File: src/rtl/sac_front.sv
// Front end: takes accesses and splits the address into set and tag.
// Holds a short queue of decoded items for the back end.
// Depends on sac_pkg.
module sac_front #(
    parameter int SET_BITS = 8,
    parameter int TAG_BITS = 19,
    parameter int OFF_BITS = 5
) (
    input  logic                clk,
    input  logic                rst_n,
    input  logic                start,
    input  logic                action,
    input  logic [31:0]         address,
    output logic                busy,
    output logic                q_valid,
    output logic                q_action,
    output logic [SET_BITS-1:0] q_set,
    output logic [TAG_BITS-1:0] q_tag,
    input  logic                q_pop
);

    // one-entry queue between front and back
    logic                full_reg, full_next;
    logic                act_reg;
    logic [SET_BITS-1:0] set_reg;
    logic [TAG_BITS-1:0] tag_reg;
    logic                take;

    assign busy    = full_reg;
    assign take    = start && !full_reg;
    assign q_valid = full_reg;
    assign q_action = act_reg;
    assign q_set   = set_reg;
    assign q_tag   = tag_reg;

    always_comb
    begin
        full_next = full_reg;
        if (q_pop)
        begin
            full_next = 1'b0;
        end
        if (take)
        begin
            full_next = 1'b1;
        end
    end

    always_ff @(posedge clk or negedge rst_n)
    begin
        if (!rst_n)
        begin
            full_reg <= 1'b0;
        end
        else
        begin
            full_reg <= full_next;
        end
    end

    // payload capture
    always_ff @(posedge clk)
    begin
        if (take)
        begin
            act_reg <= action;
            set_reg <= address[OFF_BITS +: SET_BITS];
            tag_reg <= address[31 -: TAG_BITS];
        end
    end

endmodule

File: config.mk
export PLATFORM = sky130hd
export DESIGN_NAME = sac_front
export DESIGN_NICKNAME = d
export VERILOG_FILES = /design/src/rtl/sac_front.sv
export SDC_FILE = /design/constraint.sdc
export NUM_CORES = 1
export LEC_CHECK = 0
export ABC_CLOCK_PERIOD_IN_PS = 2800
export BUFFER_PORTS_ARGS = -buffer_cell sky130_fd_sc_hd__buf_2
export CAP_MARGIN = 5
export CELL_PAD_IN_SITES_DETAIL_PLACEMENT = 0
export CELL_PAD_IN_SITES_GLOBAL_PLACEMENT = 1
export CORE_MARGIN = 4
export CORE_UTILIZATION = 25
export CTS_CLUSTER_DIAMETER = 120
export DETAILED_ROUTE_END_ITERATION = 7
export GPL_TIMING_DRIVEN = 0
export PLACE_DENSITY_LB_ADDON = 0.25
export SLEW_MARGIN = 20
export SYNTH_ARGS = -nofsm -noshare
export SYNTH_HDL_FRONTEND = slang
export SYNTH_SLANG_ARGS = --single-unit
File: constraint.sdc
create_clock -name clk -period 2.8 [get_ports clk]
set_input_delay 0.56 -clock clk [delete_from_list [all_inputs] [get_ports clk]]
set_output_delay 0.56 -clock clk [all_outputs]
set_load 0.01 [all_outputs]
==> impl_metrics.json, run 1 <==
{
  "area_growth_pct": 48.5,
  "cts_buffers": 5,
  "synth.distinct_cells": 6,
  "synth.net_count": 70,
  "tightest_slew_ns": 0.766,
  "fp.coreArea_um2": 3390,
  "hold_violations": 0,
  "die_area_um2": 4570,
  "antenna_found_initial": 0,
  "cts_root_buf": "clkbuf_4",
  "drv_cap": 0,
  "worst_hold_path_type": "in2reg",
  "status": "completed",
  "utilization": 0.389,
  "place_congestion": 0.611,
  "placementRows": 21,
  "min_period_ns": 1.61,
  "cp_data_required_time_ns": 2.24,
  "max-slew-margin-rel": 0.488,
  "drive_gt1_frac": 0.670,
  "vias": 571,
  "ant_nets": 0,
  "start_util": 0.262,
  "fin_setup_tns_ns": 0,
  "rsz0062_at_grt": "no",
  "holdCritStartpoint": "q_pop",
  "grt_max_degree": 29,
  "critPathKind": "reg2out",
  "design_area_um2": 1320,
  "synthArstFlopShare": 0.0345,
  "grt.total_usage": 0.0828,
  "ir_worst_vdd_v": 0.000239,
  "place_ws_ns": 1.09,
  "synth_cells": 33,
  "cp.arrival_ns": 1.05,
  "clk_pin_slew_ns": 0.08,
  "hpwlAfterDp_mm": 1.36,
  "cts_tree": "yes",
  "wl_met3_um": 238,
  "grt_pass1_vias": 575,
  "cts_hold_buffers": 1,
  "num-nets-final": 139,
  "synth-warning-count": 0,
  "synthDominantCellAreaShare": 0.946,
  "synth.area.top_cells": "edfxtp_1, dfrtp_1, buf_4, nor2b_1, a21oi_1",
  "wl_met2_um": 864,
  "r2r-start": "busy",
  "ctsResizeCount": 0,
  "via_per_inst": 3.83,
  "syn_area_um2": 888,
  "clock_latency_ns": 0.32,
  "synth-edff-count": 28,
  "fin_skew_ns": 0.00133,
  "wl_per_cell_um": 12.1,
  "critPathLaunch": "busy",
  "synth_most_common_cell": "edfxtp_1",
  "portBuffers": 61,
  "initialDrtViolationCount": 42,
  "die_w_um": 67.6,
  "cts.sinks": 29,
  "synth-seq-cells": 29,
  "drtPass1Iterations": 2,
  "fin_crit_sh": 0.574,
  "ys_seq_area_frac": 0.975,
  "worst_setup_path_start_kind": "flop",
  "setup_viol": 0,
  "clock.fmax_mhz": 622,
  "post-route-drc-count": 0,
  "top_layer_used": "met4",
  "n_antenna_cell": 0,
  "grt_pass1_wl_mm": 2.53,
  "die_h_um": 67.6,
  "post_cts_buffers": 0,
  "p_leak_nw": 0.562,
  "path_max_fanout": 5,
  "end_kind": "output port",
  "wl_met1_um": 667,
  "power_per_cell_area_nw_per_um2": 630,
  "wirelength_mm": 1.81,
  "top_level_ports": 67,
  "synth_top_cell_by_area": "edfxtp_1",
  "hold-worst-slack_ns": 0.403,
  "drv_slew": 0,
  "postPlaceCellArea_um2": 1260,
  "cts_max_level": 2,
  "avgSynthCellArea_um2": 26.9,
  "layout_setup_ws_ns": 1.19,
  "synth_ff_type": "edfxtp_1",
  "grt.overflow.total": 0,
  "cts.path.max_buffers": 2
}
==> final timing paths <==
path	end	slack, ns	cells after the start
worst max register to register	q_tag[9]	1.34	1
max in group asynchronous	busy	2.15	2
min in group asynchronous	busy	0.56	2
worst min register to register	busy	0.58	1
worst min-delay path	busy	0.40	2
worst max-delay path	q_valid	1.19	2
==> logic make-up after synthesis <==
family | Yosys count | share of synthesized area
buf+inv | 1 | 0.00845
compound gates | 1 | 0.00563
simple gates | 2 | 0.0113
flops | 29 | 0.975
==> worst max-delay path, stage by stage, from the launching register on <==
cell,delay (ns)
dfrtp_1,0.45
buf_4,0.16
buf_2,0.13
==> placed cells by master, fill, tap and decap left out <==
cell / Yosys / layout
buf_4: 1 / 1
clkinv_1: 0 / 2
nor2b_4: 0 / 1
a21oi_1: 1 / 1
buf_2: 0 / 61
clkbuf_4: 0 / 5
nor2_1: 1 / 1
edfxtp_1: 28 / 28
clkinv_2: 0 / 1
dlygate4sd3_1: 0 / 1
dfrtp_1: 1 / 1
==> registers in the layout (all words and copies together), names as in the netlist <==
| register | cells |
|---|---|
| q_tag | 19 |
| q_set | 8 |
| q_action | 1 |
| busy | 1 |
==> report_power, final <==
group	internal (mW)	switching (mW)
Sequential	0.512	0.00926
Clock	0.0904	0.133
Combinational	0.0395	0.0463
==> stage by stage <==
stage	cells	total power [mW]
4_1_cts	149	0.848
2_1_floorplan	33	0.564
6_report	149	0.831
3_5_place_dp	140	0.619
3_3_place_gp	140	0.615
5_1_grt	149	0.876
==> per-layer routing <==
layer / up-vias / global-route usage
li1: 266 / -
met1: 259 / 0.0832
met2: 40 / 0.120
met3: 6 / 0.0466
met4: 0 / 0.0759
met5: - / 0
==> cell type report <==
| type | count | area (um^2) |
|---|---|---|
| Fill cell | 333 | 2070 |
| Sequential cell | 29 | 866 |
| Timing Repair Buffer | 62 | 315 |
| Tap cell | 46 | 57.6 |
| Clock buffer | 5 | 37.5 |
| Multi-Input combinational cell | 3 | 22.5 |
| Clock inverter | 3 | 12.5 |
| Buffer | 1 | 7.51 |
Power figures use the tool's default switching activity.
==> run 2, diff against run 1 <==
Settings changed: ABC_CLOCK_PERIOD_IN_PS 2800 to 1500.
Clock period 2.8 ns to 1.5 ns, I/O delays scaled along.
==> impl_metrics.json, run 2 (same netlist as run 1, synthesis figures left out) <==
{
  "status": "completed",
  "min_period_ns": 1.36,
  "ant_nets": 0,
  "layout_setup_ws_ns": 0.136,
  "drive_gt1_frac": 0.680,
  "cts_tree": "yes",
  "die_area_um2": 4570,
  "rsz0062_at_grt": "no",
  "portBuffers": 61,
  "clock_latency_ns": 0.31,
  "holdCritStartpoint": "q_pop",
  "min_path_cells": 2,
  "place_ws_ns": 0.0254,
  "r2r.worst_path.cells": 1,
  "drtPass1Iterations": 2,
  "grt.overflow.total": 0,
  "reg2reg_slack_ns": 0.29,
  "place_congestion": 0.653,
  "postPlaceCellArea_um2": 1260,
  "vias": 566,
  "worst_setup_path_start_kind": "flop",
  "initialDrtViolationCount": 10,
  "finalPower_mw": 1.54,
  "cts_root_buf": "clkbuf_4",
  "fp.coreArea_um2": 3390,
  "drv_cap": 0,
  "placementRows": 21,
  "setup_viol": 0,
  "design_area_um2": 1330,
  "start_util": 0.262,
  "path_max_fanout": 6,
  "cp_data_required_time_ns": 1.20,
  "max-slew-margin-rel": 0.721,
  "num-nets-final": 140,
  "via_per_inst": 3.80,
  "area_growth_pct": 49.6,
  "tightest_slew_ns": 0.417,
  "utilization": 0.392,
  "worst_hold_path_type": "in2reg",
  "top_level_ports": 67,
  "grt.total_usage": 0.0829,
  "r2r-start": "busy",
  "cts.sinks": 29,
  "layout_common_cells": "buf_2, edfxtp_1, clkbuf_4, nor2b_4",
  "power_per_cell_area_nw_per_um2": 1160,
  "clock.fmax_mhz": 733,
  "fin_crit_sh": 0.909,
  "die_h_um": 67.6,
  "end_kind": "output port",
  "dp.cells": 140,
  "cts_max_level": 2,
  "drv_slew": 0,
  "antenna_found_initial": 0,
  "fin_setup_tns_ns": 0,
  "post_cts_buffers": 0,
  "largest_reg_flops": 19,
  "ir_worst_vdd_v": 0.000480,
  "fin_cells": 149,
  "wl_per_cell_um": 12.7,
  "grt_pass1_vias": 553,
  "fin_skew_ns": 0.00943,
  "clk_pin_slew_ns": 0.09,
  "hold_violations": 0,
  "layout_commonest_cell": "buf_2",
  "hold_end": "busy",
  "cp.arrival_ns": 1.06,
  "p_leak_nw": 0.564,
  "rr_endpoint": "q_tag[14]",
  "hold-worst-slack_ns": 0.151,
  "cts.path.max_buffers": 2,
  "critPathKind": "reg2out",
  "die_w_um": 67.6,
  "grt_pass1_wl_mm": 2.56,
  "wirelength_mm": 1.89,
  "n_antenna_cell": 0,
  "grt_max_degree": 29,
  "post-route-drc-count": 0,
  "cts_buffers": 5
}
run 2: area by class of cell:
class | instances | area [um^2]
Clock buffer | 6 | 41.3
Tap cell | 46 | 57.6
Timing Repair Buffer | 62 | 315
Buffer | 1 | 7.51
Sequential cell | 29 | 867
Multi-Input combinational cell | 4 | 36.3
Fill cell | 328 | 2060
Clock inverter | 1 | 3.75
run 2: what timing repair did:
item                       4_1_cts  5_1_grt
gates resized for setup          0        2
hold endpoints to repair         1        0
setup endpoints to repair        0       28
hold buffers                     1        0
run 2: worst max path at each step:
stage,start,endpoint,cells after the start
after floorplan,busy,q_action,1
after global placement,busy,q_tag[16],1
after detailed placement,busy,q_tag[16],1
after CTS,busy,q_tag[12],1
after global routing,busy,q_valid,2
final,busy,q_valid,2
run 2: critical path, stage by stage (launching register included):
cell and delay, ns:
dfrtp_2 0.48, buf_4 0.15, buf_2 0.13
run 2: layer usage:
layer,share of wire,vias up,GRT usage,routed length [um]
li1,-,270,-,-
met1,0.37,253,0.0939,699
met2,0.49,38,0.122,930
met3,0.12,5,0.0433,227
met4,0.015,0,0.0532,28
met5,0,-,0,0
run 2: power breakdown:
part           switching, mW  total [mW]  internal, mW  leakage (nW)
logic                 0.0879       0.165        0.0773         0.266
registers             0.0210       0.977         0.956         0.272
clock network          0.231       0.401         0.170        0.0258
total                  0.340        1.54          1.20         0.564
==> run 3, diff against run 2 <==
Settings changed: BUFFER_PORTS_ARGS -buffer_cell sky130_fd_sc_hd__buf_2 to -buffer_cell sky130_fd_sc_hd__clkbuf_2.
==> impl_metrics.json, run 3 (same netlist as run 1, synthesis figures left out) <==
{
  "status": "completed",
  "ir_worst_vdd_v": 0.000527,
  "setup_viol": 0,
  "r2r-start": "busy",
  "internal_power_mw": 1.55,
  "fillers": 319,
  "path_max_fanout": 6,
  "grt.overflow.total": 0,
  "p_switching_mw": 0.367,
  "fin_skew_ns": 0.00535,
  "placementRows": 21,
  "cts_root_buf": "clkbuf_4",
  "seq_power_share": 0.511,
  "grt_pass1_wl_mm": 2.68,
  "die_area_um2": 4570,
  "drv_cap": 0,
  "rr_endpoint": "q_set[7]",
  "design_area_um2": 1390,
  "start_util": 0.262,
  "cts_tree": "yes",
  "antenna_found_initial": 0,
  "rsz0062_at_grt": "no",
  "end_kind": "output port",
  "drive_gt1_frac": 0.702,
  "postPlaceCellArea_um2": 1260,
  "initialDrtViolationCount": 23,
  "worst_hold_path_type": "in2reg",
  "cp.arrival_ns": 1.06,
  "post-route-drc-count": 0,
  "fin_setup_tns_ns": 0,
  "critPathKind": "reg2out",
  "layout_common_cells": "clkbuf_2, edfxtp_1, clkbuf_4, nor2b_4, bufinv_16",
  "vias": 574,
  "min_path_cells": 2,
  "place_congestion": 0.654,
  "tightest_slew_ns": 0.411,
  "reg2reg_slack_ns": 0.29,
  "layout_commonest_cell": "clkbuf_2",
  "ant_nets": 0,
  "area_growth_pct": 56.1,
  "cts.sinks": 29,
  "num-nets-final": 140,
  "hold_end": "busy",
  "holdCritStartpoint": "q_pop",
  "grt_pass1_vias": 568,
  "min_period_ns": 1.36,
  "die_w_um": 67.6,
  "cp_data_required_time_ns": 1.20,
  "p_leak_nw": 0.607,
  "cts.path.max_buffers": 2,
  "via_per_inst": 3.83,
  "p_comb_frac": 0.086,
  "largest_reg_flops": 19,
  "hold_violations": 0,
  "p_clk_frac": 0.403,
  "clock.fmax_mhz": 733,
  "utilization": 0.409,
  "grt_max_degree": 15,
  "portBuffers": 61,
  "top_level_ports": 67,
  "swShare": 0.191,
  "hpwlAfterDp_mm": 1.41,
  "cts_max_level": 2,
  "finalPower_mw": 1.92,
  "r2r.worst_path.cells": 1,
  "grt.total_usage": 0.0850,
  "drv_slew": 0,
  "n_antenna_cell": 0,
  "cts_buffers": 5,
  "fin_crit_sh": 0.909,
  "clk_pin_slew_ns": 0.09,
  "max-slew-margin-rel": 0.726,
  "die_h_um": 67.6,
  "clock_latency_ns": 0.31,
  "wl_per_cell_um": 12.7,
  "drtPass1Iterations": 2,
  "wirelength_mm": 1.91,
  "post_cts_buffers": 0,
  "worst_setup_path_start_kind": "flop",
  "power_per_cell_area_nw_per_um2": 1380,
  "fp.coreArea_um2": 3390
}
[run 3: changes by cell type in the layout (fill, tap and decap cells not counted)]
cell / change
buf_2: -61
clkbuf_1: -1
clkinv_1: -1
bufinv_16: +2
clkinv_2: +1
clkbuf_2: +61
[run 3: what timing repair did]
action	CTS	global route
pin swaps	0	0
gates resized for setup	0	2
hold buffers	1	0
endpoints found under the hold margin	1	0
setup endpoints to repair	6	14
gates cloned	1	0
[run 3: critical path: stages, from the launching register on]
cell	delay, ns
dfrtp_2	0.48
buf_4	0.15
clkbuf_2	0.11
[run 3: how the worst max path moves through the flow]
| stage | from | endpoint | slack [ns] | cells past startpoint |
|---|---|---|---|---|
| after detailed placement | busy | q_tag[16] | 0.02 | 1 |
| after floorplan | busy | q_action | 0.18 | 1 |
| final | busy | q_valid | 0.14 | 2 |
| after CTS | busy | q_set[1] | 0.001 | 1 |
| after global routing | busy | q_valid | 0.07 | 2 |
| after global placement | busy | q_tag[16] | 0.07 | 1 |
[run 3: power by group through the flow]
stage / Clock [mW] / Sequential, mW / Combinational, mW
2_1_floorplan: 0 / 1.02 / 0.0335
3_3_place_gp: 0 / 0.992 / 0.159
3_5_place_dp: 0 / 0.995 / 0.162
4_1_cts: 0.805 / 0.980 / 0.168
5_1_grt: 0.841 / 0.985 / 0.183
6_report: 0.771 / 0.980 / 0.164
[run 3: layout make-up]
| type | count | area, um^2 | area share |
|---|---|---|---|
| sequential | 29 | 867 | 0.625 |
| clock inverter | 3 | 65.1 | 0.0469 |
| buffer | 1 | 7.51 | 0.00542 |
| multi-input combinational | 4 | 36.3 | 0.0262 |
| clock buffer | 5 | 37.5 | 0.0271 |
| tap | 46 | 57.6 | 0.0415 |
| timing repair buffer | 62 | 315 | 0.227 |
[run 3: metrics by stage]
| stage | hold WS, ns | cells | setup slack, ns |
|---|---|---|---|
| 3_5_place_dp | 0.0790 | 140 | 0.0153 |
| 5_1_grt | 0.110 | 150 | 0.0729 |
| 3_3_place_gp | 0.0762 | 140 | 0.0656 |
| 4_1_cts | 0.127 | 150 | 0.00111 |
| 2_1_floorplan | 0.00441 | 33 | 0.175 |
| 6_report | 0.148 | 150 | 0.136 |
[run 3: per-layer routing]
metal | vias to the layer above | share of wire | track usage
li1 | 270 | - | -
met3 | 5 | 0.11 | 0.0349
met1 | 260 | 0.36 | 0.0896
met4 | 0 | 0.021 | 0.0684
met5 | - | 0 | 0
met2 | 39 | 0.50 | 0.132
